[config.mk]
export PLATFORM = sky130hd
export DESIGN_NAME = abba_ctrl
export DESIGN_NICKNAME = d
export VERILOG_FILES = /design/src/rtl/core/abba_pkg.sv /design/src/rtl/core/abba_ctrl.sv
export SDC_FILE = /design/constraint.sdc
export NUM_CORES = 1
export LEC_CHECK = 0
export ABC_AREA = 1
export BUFFER_PORTS_ARGS = -buffer_cell sky130_fd_sc_hd__clkbuf_2
export CORE_AREA = 2 2 39 41
export CTS_CLUSTER_SIZE = 40
export DETAILED_ROUTE_END_ITERATION = 16
export DIE_AREA = 0 0 41 43
export PLACE_DENSITY = 0.58
export SLEW_MARGIN = 20
export SYNTH_ARGS = -nofsm -noshare
export SYNTH_HDL_FRONTEND = slang
export SYNTH_SLANG_ARGS = --single-unit
[constraint.sdc]
create_clock -name aclk -period 3.15 [get_ports aclk]
set_input_delay 0.1575 -clock aclk [delete_from_list [all_inputs] [get_ports aclk]]
set_output_delay 0.1575 -clock aclk [all_outputs]
set_load 0.005 [all_outputs]
[src/rtl/core/abba_pkg.sv]
// Shared types and constants for the aligned bitmap block allocator.
`timescale 1ns / 1ps
`default_nettype none
package abba_pkg;
    // Blocks per occupancy map; the 10-bit block index fields are sized for it.
    localparam int MAP_BLOCKS = 1024;

    localparam logic [1:0] ST_OK     = 2'd0;
    localparam logic [1:0] ST_INVAL  = 2'd1;
    localparam logic [1:0] ST_UNSUP  = 2'd2;
    localparam logic [1:0] ST_NOMEM  = 2'd3;

    localparam logic       OP_ALLOC   = 1'b0;
    localparam logic       OP_RELEASE = 1'b1;

    localparam logic [1:0] RG_STEER   = 2'd0;
    localparam logic [1:0] RG_HDR     = 2'd1;
    localparam logic [1:0] RG_PATTERN = 2'd2;
    localparam logic [1:0] RG_INVALID = 2'd3;

    localparam logic [2:0] REG_LOG_BLOCK  = 3'd0;
    localparam logic [2:0] REG_STEER_BASE = 3'd1;
    localparam logic [2:0] REG_STEER_LOG  = 3'd2;
    localparam logic [2:0] REG_HDR_BASE   = 3'd3;
    localparam logic [2:0] REG_HDR_LOG    = 3'd4;
    localparam logic [2:0] REG_PAT_BASE   = 3'd5;
    localparam logic [2:0] REG_PAT_LOG    = 3'd6;
    localparam logic [2:0] REG_PAT_EN     = 3'd7;

    // Controller commands to the datapath.
    typedef struct packed {
        logic clear_step;  // advance clear sweep by one address
        logic load;        // capture request and run the checks
        logic cand_start;  // start checking run at current candidate
        logic scan_step;   // test one block, advance run counter
        logic next_cand;   // advance candidate by alignment step
        logic mark_start;  // restart counter for marking the run
        logic mark_step;   // write one block of the run
        logic set_nomem;   // override result with no memory
    } abba_cmd_t;

    // Datapath status back to the controller.
    typedef struct packed {
        logic clear_done;
        logic early;       // request finished at the checks
        logic is_release;
        logic cand_ok;     // candidate run fits in the region
        logic rd_valid;    // read data for the block under test is ready
        logic blk_busy;    // block under test is used
        logic run_last;    // current block is the run's last
    } abba_sts_t;
endpackage
`default_nettype wire

[src/rtl/core/abba_ctrl.sv]
// Controller state machine for the aligned bitmap block allocator.
`timescale 1ns / 1ps
`default_nettype none
module abba_ctrl (
    input  wire                 aclk,
    input  wire                 aresetn,
    input  wire                 in_fire,
    input  wire                 out_fire,
    input  abba_pkg::abba_sts_t sts,
    output logic                in_ready,
    output logic                out_valid,
    output abba_pkg::abba_cmd_t cmd
);
    localparam logic [2:0] S_CLEAR = 3'd0;
    localparam logic [2:0] S_IDLE  = 3'd1;
    localparam logic [2:0] S_CHECK = 3'd2;
    localparam logic [2:0] S_CAND  = 3'd3;
    localparam logic [2:0] S_SCAN  = 3'd4;
    localparam logic [2:0] S_MARK  = 3'd5;
    localparam logic [2:0] S_OUT   = 3'd6;

    logic [2:0] state_reg, state_next;

    always_ff @(posedge aclk) begin
        if (!aresetn) begin
            state_reg <= S_CLEAR;
        end else begin
            state_reg <= state_next;
        end
    end

    always_comb begin
        state_next = state_reg;
        cmd        = '0;
        in_ready   = (state_reg == S_IDLE);
        out_valid  = (state_reg == S_OUT);
        case (state_reg)
            S_CLEAR: begin
                if (sts.clear_done) begin
                    state_next = S_IDLE;
                end else begin
                    cmd.clear_step = 1'b1;
                end
            end
            S_IDLE: begin
                if (in_fire) begin
                    cmd.load   = 1'b1;
                    state_next = S_CHECK;
                end
            end
            S_CHECK: begin
                if (sts.early) begin
                    state_next = S_OUT;
                end else if (sts.is_release) begin
                    cmd.mark_start = 1'b1;
                    state_next     = S_MARK;
                end else begin
                    state_next = S_CAND;
                end
            end
            S_CAND: begin
                if (sts.cand_ok) begin
                    cmd.cand_start = 1'b1;
                    state_next     = S_SCAN;
                end else begin
                    cmd.set_nomem = 1'b1;
                    state_next    = S_OUT;
                end
            end
            S_SCAN: begin
                // Wait for the registered read, then act on the tested block.
                if (sts.rd_valid) begin
                    if (sts.blk_busy) begin
                        cmd.next_cand = 1'b1;
                        state_next    = S_CAND;
                    end else if (sts.run_last) begin
                        cmd.mark_start = 1'b1;
                        state_next     = S_MARK;
                    end else begin
                        cmd.scan_step = 1'b1;
                    end
                end
            end
            S_MARK: begin
                cmd.mark_step = 1'b1;
                if (sts.run_last) state_next = S_OUT;
            end
            S_OUT: begin
                if (out_fire) state_next = S_IDLE;
            end
            default: state_next = S_IDLE;
        endcase
    end
endmodule
`default_nettype wire

# Word level (Yosys, flattened, before mapping)

Index checks and enable logic that the tools add are counted.

Shift operators: 0
Magnitude comparators: 0
Eq/ne operators: 12
$add $sub $neg: 0
Multiply operators: 0
Multiplexer cells: 30
Div/mod/pow operators: 0
Bitwise logic cells: 0
Reductions and logical operators: 2

Operators with widths:

| kind                                                | count |
|---|---|
| two-way mux 3 bit                                   | 10 |
| case mux 3 bit (7 select lines)                     | 1 |
| two-way mux 1 bit                                   | 16 |
| != test 2 bit, second input constant                | 5 |
| equality test 3 bit, second input constant          | 3 |
| equality test 3 x 2 -> 1 bit, second input constant | 2 |
| AND reduction 6 bit                                 | 1 |
| two-way mux 2 bit                                   | 2 |
| equality test 3 x 1 -> 1 bit, second input constant | 1 |
| logical NOT 3 bit                                   | 1 |
| != test 3 bit, second input constant                | 1 |
| case mux 1 bit (2 select lines)                     | 1 |

Bits in read-only memories: 0
Bits in latches: 0
Bits in writable memories: 0
Bits of input ports: 11
Memories kept: 0
Register bits: 3

# Logic depth before layout (Yosys ltp)

Gate-level depths: netlist of the first run.

Depth in word-level cells: 4
Gate-level depth with buffers: 9
Mapped depth without buffers: 9

# Worst setup path after synthesis of the first run

No wires, ideal clock.

Kind: reg-to-reg
Start: register state_reg[0]
End: register state_reg[1]
Setup time: 115 ps
Required time: 3035 ps
Period minus slack after synthesis: 1100 ps
Arrival: 985 ps
Cell stages (with the launch flop): 8
Slack: 2050 ps
Cells stage by stage: dfxtp_1 buf_6 nor2_2 nand3_1 nand2_2 nand2_4 a21oi_1 nor2_1

Word-level cells in the longest chain between the ends: 3

RTL lines:

| what                                                     | RTL line        | source |
|---|---|---|
| start, declared                                          | abba_ctrl.sv:22 | `logic [2:0] state_reg, state_next;` |
| start signal, assigned                                   | abba_ctrl.sv:28 | `state_reg <= state_next;` |
| equality test 3 bit (tied with other cells)              | abba_ctrl.sv:37 | `case (state_reg)` |
| != test 3 bit (no line) or != test 2 bit (tied branches) | --              |  |
| AND reduction 6 bit (no line)                            | --              |  |

Parallel ways exist; a longest one is shown, timed or not.
A chain may end at the register's enable or synchronous reset.

==> results.tsv, run 1 <==
stage	metric	value	unit
pwr	p_comb_frac	0.560	
worst_hold_path	hold_path_class	primary input to register	
placed_design	place_ws	1780	ps
final_layout	drive_above_1_share	0.389	
timing	fin_skew	0.643	ps
setup_path	path_depth	3	
floorplanning	io_pins	21	
floorplanning	fp.dieH	43	um
pwr	vdd_drop_max	0.188	mV
clock_network	cts_resized	0	
final_layout	area_growth	31.0	%
global_routing	grt_max_degree	14	
timing	fin_ws	1530	ps
global_routing	grt_usage	0.125	
floorplanning	die_area	1760	um^2
setup_path	r2r_setup_slack	1790	ps
pwr	p_sw_frac	0.499	
routing	routed_wl	962	um
synthesis	ys_ff_latch	3	
worst_hold_path	min_path_cells	3	
final_layout	antenna_cells	0	
timing	maxSlewHeadroom	0.687	
pwr	p_leak	0.339	nW
floorplanning	core-area	1380	um^2
final_layout	nNetsFinal	107	
global_routing	grt_pass1_vias	373	
routing	drt_iter0_drc	2	
pwr	seqPwrFrac	0.258	
placed_design	gp_congestion	0.725	
global_routing	grt-ovfl-total	0	
placed_design	io_buffers	20	
timing	hold_violations	0	
timing	setup_viol	0	
setup_path	crit_type	register to output pin	
clock_network	cts_buffers	3	
setup_path	crit_path_end_kind	output pin	
clock_network	clock_latency	230	ps
synthesis	avgSynthCellArea	5.47	um^2
floorplanning	fp.dieW	41	um
clock_network	clock_sinks	3	
timing	hold_ws	155	ps
final_layout	utilization	0.378	
pwr	clkPwrFrac	0.182	
final_layout	largest_reg_flops	3	
timing	max_freq	616	MHz
clock_network	cts_tree	built	
worst_hold_path	worstHoldStart	aresetn	
synthesis	ys_seq_area_frac	0.150	
setup_path	timing.rr.start	state_reg[2]	
clock_network	clk_pin_slew	40	ps
clock_network	cts_max_path_buffers	2	
routing	first_pass_iters	4	
timing	drv_slew	0	
placed_design	hpwl	728	um
timing	tightestPinTransition	468	ps
setup_path	r2r-end	state_reg[0]	
worst_hold_path	min_to	state_reg[2]	
outcome	outcome	finished clean	
global_routing	globalRouteMet3Util	0.0209	
floorplanning	start_util	0.288	
global_routing	grt_antenna_before_repair	0	
global_routing	grt_pass1_wl	1510	um
global_routing	busiest_layer	met1	
routing	wl_per_cell	8.67	um
clock_network	h-tree-depth	1	
setup_path	worstPathArrival	1460	ps
setup_path	cp_max_fo	13	
clock_network	cts-root-buf	clkbuf_4	
global_routing	met1_usage	0.173	
synthesis	ys_warn_count	0	
setup_path	crit_family	flip-flops	
floorplanning	rows	14	
pwr	p_per_area	730	nW/um^2
setup_path	required	2990	ps
routing	num_vias	470	
synthesis	syn_inst	73	
synthesis	syn_nets	84	
setup_path	cp_num_buf_inv	1	
timing	rsz0062_at_grt	false	
global_routing	grt_use_met2	0.172	
pwr	p_int	0.191	mW
routing	postRouteAntennaNets	0	
setup_path	cpPeakStageDelay	600	ps
timing	finalCriticalPeriod	1620	ps
setup_path	rr_worst_depth	5	
setup_path	start_kind	register	
setup_path	cp_slowest_cell	dfxtp_1	
timing	period_share	0.515	
timing	final.setup.tns	0	ps
synthesis	synth_area	399	um^2
synthesis	ys_types	14	
clock_network	cts_setup_buffers	0	
clock_network	hold_buffers	0	
routing	vias_per_cell	4.23	
routing	drc	0	
pwr	p_sw	0.190	mW
setup_path	crit_chain	nand3_1 -> o31ai_1 -> clkbuf_2	
flow_run	max_cap_viol_count	0	
==> synthesized netlist by cell type <==
library cell / number / area, um^2
a21oi_1: 4 / 20.0
buf_6: 2 / 22.5
dfxtp_1: 3 / 60.1
inv_1: 12 / 45.0
inv_2: 3 / 11.3
nand2_1: 12 / 45.0
nand2_2: 7 / 43.8
nand2_4: 1 / 11.3
nand3_1: 8 / 40.0
nor2_1: 13 / 48.8
nor2_2: 2 / 12.5
nor2_4: 1 / 11.3
nor3_1: 4 / 20.0
o31ai_1: 1 / 7.51
==> per-layer routing <==
metal  vias to the layer above  share of wire
li1                        265              -
met1                       183           0.48
met2                        22           0.42
met3                         0           0.10
met4                         0              0
met5                         -              0
==> power groups by stage <==
stage	registers, mW	clock network (mW)	logic (mW)
2_1_floorplan	0.0683	0	0.205
3_3_place_gp	0.0966	0	0.215
3_5_place_dp	0.0975	0	0.215
4_1_cts	0.0971	0.0691	0.216
5_1_grt	0.103	0.0770	0.250
6_report	0.0984	0.0696	0.214
==> worst reg2reg max path: cells and delay by family, from the launching register on <==
| family | cells | cell delay, ps |
|---|---|---|
| flops | 1 | 600 |
| simple gates | 4 | 520 |
| compound gates | 1 | 140 |
==> final cells by class <==
| cell class | count | area [um^2] |
|---|---|---|
| fill | 154 | 861 |
| multi-input combinational | 53 | 260 |
| inverter | 15 | 56.3 |
| timing repair buffer | 20 | 100 |
| sequential | 3 | 60.1 |
| clock buffer | 4 | 26.3 |
| tap | 16 | 20.0 |
==> worst max path at each step <==
stage                             from      endpoint  slack [ps]
after floorplan           state_reg[0]  state_reg[1]        2050
after global placement    state_reg[2]  state_reg[0]        1830
after detailed placement  state_reg[2]        cmd[2]        1780
after CTS                 state_reg[2]        cmd[2]        1520
after global routing      state_reg[2]        cmd[2]        1370
final                     state_reg[2]        cmd[2]        1530
==> through the flow <==
| step | power [mW] | cells | cell area, um^2 |
|---|---|---|---|
| floorplan | 0.274 | 73 | 399 |
| global placement | 0.312 | 107 | 497 |
| detailed placement | 0.312 | 107 | 497 |
| CTS | 0.382 | 111 | 523 |
| global route | 0.430 | 111 | 523 |
| finish | 0.382 | 111 | 523 |
==> cell families after synthesis <==
group                  count (synthesis)  synth area share
buffers and inverters                 17             0.197
DFF                                    3             0.150
AOI/OAI and AO/OA                      5            0.0690
and+or+nand+nor                       48             0.583
==> placed cells by master, fill, tap and decap left out, drive strengths merged <==
master   n
nor2    16
nand3    8
inv     15
o31ai    1
dfxtp    3
clkbuf  24
a21oi    4
nor3     4
nand2   20
No activity file was read; power rests on OpenSTA's default activity.
==> inputs of run 2 (changes only) <==
- PLACE_DENSITY: 0.58 -> 0.6
- clock period: 3.15 -> 1.35 ns (I/O delays scaled with it)
==> run 2 against run 1 <==
Power rose to 2.7 times the previous value; setup slack worse by 1400 ps; register-to-register slack worse by 1600 ps; critical path depth up 1; first-iteration DRC count up 100%; die area unchanged; via count up 9.4%; sequential share of layout area down 0.21 points; combinational power rose to 3.0 times the previous value; clock power up 130%; critical path type unchanged; highest routed layer is now met4.
==> results.tsv, run 2 (synthesized netlist as in run 1, its figures left out) <==
stage	metric	value	unit
setup_path	crit_path_end_kind	output pin	
timing	hold_violations	0	
clock_network	cts_max_path_buffers	2	
pwr	p_comb_frac	0.616	
setup_path	crit_chain	nor2_4 -> nand3_4 -> o31ai_2 -> buf_2	
setup_path	cpPeakStageDelay	380	ps
final_layout	final_common_cell	clkbuf_2	
floorplanning	die_area	1760	um^2
routing	routed_wl	1070	um
final_layout	multi_input_area	302	um^2
timing	fin_ws	90.1	ps
setup_path	crit_type	register to output pin	
floorplanning	fp.dieW	41	um
pwr	clkPwrFrac	0.151	
clock_network	h-tree-depth	1	
pwr	seqPwrFrac	0.232	
routing	m1WireLength	500	um
final_layout	register_area	68.8	um^2
timing	rsz0062_at_grt	false	
setup_path	cp_slowest_cell	dfxtp_4	
final_layout	largest_reg_flops	3	
placed_design	place_ws	72.6	ps
clock_network	clk_pin_slew	40	ps
global_routing	grt_pass1_wl	1680	um
floorplanning	start_util	0.288	
routing	postRouteAntennaNets	0	
pwr	p_per_area	1700	nW/um^2
placed_design	place_area	512	um^2
timing	hold_ws	68.5	ps
timing	tightestPinTransition	226	ps
placed_design	hpwl	782	um
pwr	p_leak	0.378	nW
timing	setup_viol	0	
global_routing	grt-ovfl-total	0	
routing	met2_length	489	um
floorplanning	io_pins	21	
global_routing	grt_antenna_before_repair	0	
final_layout	area_growth	53.0	%
final_layout	antenna_cells	0	
worst_hold_path	hold_path_class	primary input to register	
routing	first_pass_iters	4	
pwr	p_int	0.534	mW
timing	final.setup.tns	0	ps
floorplanning	rows	14	
global_routing	grt_pass1_vias	479	
setup_path	cp_max_fo	9	
timing	fin_skew	4.14	ps
timing	finalCriticalPeriod	1260	ps
routing	num_vias	514	
floorplanning	core-area	1380	um^2
routing	wl_met3	58	um
placed_design	io_buffers	20	
pwr	p_sw	0.503	mW
final_layout	design_area	611	um^2
pwr	vdd_drop_max	0.605	mV
global_routing	grt_max_degree	10	
routing	drt_iter0_drc	4	
final_layout	mostFrequentLayoutCells	clkbuf_2 (19), nor2_1 (13), inv_1 (12)	
clock_network	cts_buffers	3	
final_layout	fillerInstances	159	
timing	maxSlewHeadroom	0.849	
pwr	p_sw_frac	0.485	
global_routing	grt_usage	0.135	
routing	vias_per_cell	4.43	
timing	drv_slew	0	
routing	wl_per_cell	9.26	um
routing	drc	0	
routing	topRoutingLayerUsed	met4	
flow_run	max_cap_viol_count	0	
final_layout	drive_above_1_share	0.490	
setup_path	timing.rr.start	state_reg[2]	
timing	period_share	0.933	
placed_design	gp_congestion	0.752	
setup_path	startpoint	state_reg[0]	
timing	max_freq	794	MHz
clock_network	clock_sinks	3	
setup_path	start_kind	register	
setup_path	required	1280	ps
clock_network	cts_tree	built	
floorplanning	fp.dieH	43	um
worst_hold_path	worstHoldStart	aresetn	
clock_network	clock_latency	230	ps
final_layout	nNetsFinal	112	
clock_network	cts-root-buf	clkbuf_4	
outcome	outcome	finished clean	
setup_path	worstPathArrival	1190	ps
-- run 2: cell types whose count changed in the layout (fill, tap and decap cells not counted), sizes merged --
cell / delta
buf: +6
clkbuf: -1
-- run 2: worst paths after layout --
| check | cells after the start | slack, ps | endpoint |
|---|---|---|---|
| min | 3 | 70 | state_reg[0] |
| max reg2reg | 7 | 150 | state_reg[2] |
| max | 4 | 90 | cmd[2] |
| min reg2reg | 2 | 530 | state_reg[2] |
-- run 2: repair_timing --
item | 4_1_cts | 5_1_grt
buffers inserted | 4 | 0
hold endpoints to repair | 0 | 0
resized for setup | 7 | 7
hold buffers | 0 | 0
setup endpoints to repair | 2 | 2
pin swaps | 2 | 3
gates cloned | 0 | 0
-- run 2: critical path, delay by kind of cell, from the launching register on --
family / cells / cell delay, ps
flip-flops: 1 / 380
AND/OR/NAND/NOR: 2 / 260
AO/OA/AOI/OAI: 1 / 180
buffers and inverters: 1 / 140
-- run 2: area by class of cell --
type                    count  area share
clock buffers               4      0.0430
inverters                  15      0.0922
multi-input cells          53       0.494
flip-flops and latches      3       0.113
well taps                  16      0.0328
repair buffers             25       0.225
-- run 2: stage by stage --
step,instances,utilization,power (mW)
floorplan,73,-,0.638
global placement,109,0.370,0.758
detailed placement,109,0.370,0.759
CTS,117,0.424,0.993
global route,116,0.441,1.14
finish,116,0.441,1.04
-- run 2: power by group through the flow --
stage	registers, mW	logic [mW]	clock network, mW
finish	0.241	0.639	0.157
global route	0.250	0.723	0.170
CTS	0.211	0.620	0.162
detailed placement	0.216	0.543	0
global placement	0.219	0.540	0
floorplan	0.159	0.479	0
-- run 2: per-layer routing --
metal / vias up / global-route usage
met5: - / 0
met4: 0 / 0.0400
met3: 2 / 0.0314
met2: 19 / 0.228
met1: 219 / 0.160
li1: 274 / -
==> inputs of run 3 (changes only) <==
- HOLD_SLACK_MARGIN: unset -> 0.08
- SKIP_LAST_GASP: unset -> 1
==> run 3 against run 2 <==
Non-clock buffer count is 1 higher; sequential power hardly changed; largest power group unchanged; combinational power hardly changed.
==> results.tsv, run 3 (synthesized netlist as in run 1, its figures left out) <==
stage	metric	value	unit
pwr	p_sw_frac	0.484	
global_routing	grt_antenna_before_repair	0	
outcome	outcome	finished clean	
placed_design	gp_congestion	0.752	
clock_network	clock_latency	230	ps
placed_design	place_ws	72.6	ps
pwr	vdd_drop_max	0.605	mV
pwr	p_comb_frac	0.617	
timing	fin_skew	4.14	ps
timing	rsz0062_at_grt	false	
flow_run	max_cap_viol_count	0	
placed_design	io_buffers	20	
clock_network	cts_tree	built	
clock_network	h-tree-depth	1	
final_layout	final_common_cell	clkbuf_2	
routing	vias_per_cell	4.41	
setup_path	start_kind	register	
timing	period_share	0.933	
timing	max_freq	794	MHz
timing	setup_viol	0	
floorplanning	io_pins	21	
floorplanning	start_util	0.288	
setup_path	crit_path_end_kind	output pin	
global_routing	grt_pass1_vias	479	
worst_hold_path	min_path_cells	5	
floorplanning	rows	14	
setup_path	crit_type	register to output pin	
global_routing	grt-ovfl-total	0	
pwr	clkPwrFrac	0.151	
final_layout	fillerInstances	158	
routing	first_pass_iters	4	
final_layout	nNetsFinal	113	
floorplanning	core-area	1380	um^2
final_layout	mostFrequentLayoutCells	clkbuf_2 (19), nor2_1 (13), inv_1 (12)	
setup_path	rr_worst_depth	7	
timing	tightestPinTransition	226	ps
setup_path	worstPathArrival	1190	ps
clock_network	clock_sinks	3	
pwr	p_leak	0.382	nW
setup_path	cp_max_fo	9	
timing	fin_ws	90.1	ps
timing	maxSlewHeadroom	0.849	
placed_design	hpwl	782	um
pwr	seqPwrFrac	0.232	
final_layout	area_growth	55.5	%
final_layout	design_area	621	um^2
global_routing	grt_max_degree	10	
pwr	p_per_area	1670	nW/um^2
routing	drt_iter0_drc	4	
setup_path	required	1280	ps
clock_network	clk_pin_slew	40	ps
timing	finalCriticalPeriod	1260	ps
placed_design	place_area	512	um^2
clock_network	cts_buffers	3	
routing	num_vias	516	
routing	drc	0	
clock_network	cts-root-buf	clkbuf_4	
floorplanning	die_area	1760	um^2
timing	drv_slew	0	
routing	wl_per_cell	9.25	um
timing	hold_violations	0	
worst_hold_path	hold_path_class	primary input to register	
routing	routed_wl	1080	um
timing	final.setup.tns	0	ps
final_layout	drive_above_1_share	0.485	
final_layout	largest_reg_flops	3	
final_layout	antenna_cells	0	
global_routing	grt_pass1_wl	1680	um
routing	postRouteAntennaNets	0	
pwr	p_int	0.536	mW
floorplanning	fp.dieH	43	um
floorplanning	fp.dieW	41	um
global_routing	grt_usage	0.135	
pwr	p_sw	0.503	mW
clock_network	cts_max_path_buffers	2	
[run 3: cell count changes in the layout (fill, tap and decap cells not counted)]
cell | previous run | this run
dlygate4sd3_1 | 0 | 1
[run 3: metrics by stage]
stage               total power, mW  utilization  hold WS (ps)  std cells
floorplan                     0.638            -           169         73
global placement              0.758        0.370           310        109
detailed placement            0.759        0.370           321        109
CTS                           0.996        0.431           260        118
global route                   1.15        0.448           317        117
finish                         1.04        0.448           268        117
[run 3: power by group through the flow]
stage | clock, mW | combinational (mW) | sequential, mW
global placement | 0 | 0.540 | 0.219
floorplan | 0 | 0.479 | 0.159
detailed placement | 0 | 0.543 | 0.216
finish | 0.157 | 0.641 | 0.241
global route | 0.170 | 0.725 | 0.250
CTS | 0.162 | 0.623 | 0.211
[run 3: worst max-delay path: stages, from the launching register on]
cell,delay [ps]
dfxtp_4,380
nor2_4,160
nand3_4,100
o31ai_2,180
buf_2,140
[run 3: per-layer routing]
metal / GRT usage / vias up / wire, um
met3: 0.0314 / 2 / 58
met4: 0.0400 / 0 / 26
met5: 0 / - / 0
met1: 0.160 / 219 / 507
li1: - / 276 / -
met2: 0.228 / 19 / 490
[run 3: worst paths after layout]
kind	endpoint	slack, ps	start
min	state_reg[0]	270	sts[0]
min reg2reg	state_reg[2]	530	state_reg[2]
max reg2reg	state_reg[2]	150	state_reg[2]
max	cmd[2]	90	state_reg[0]
[run 3: cell type report]
class	instances	area, um^2	share of cell area
multi-input combinational	53	302	0.486
timing repair buffer	26	148	0.238
sequential	3	68.8	0.111
inverter	15	56.3	0.0907
clock buffer	4	26.3	0.0423
tap	16	20.0	0.0323
[run 3: repair_timing]
action / CTS / global route
setup buffers: 4 / 0
hold endpoints to repair: 3 / 0
setup endpoints to repair: 2 / 2
pin swaps: 2 / 3
hold buffers: 1 / 0
resized for setup: 7 / 7
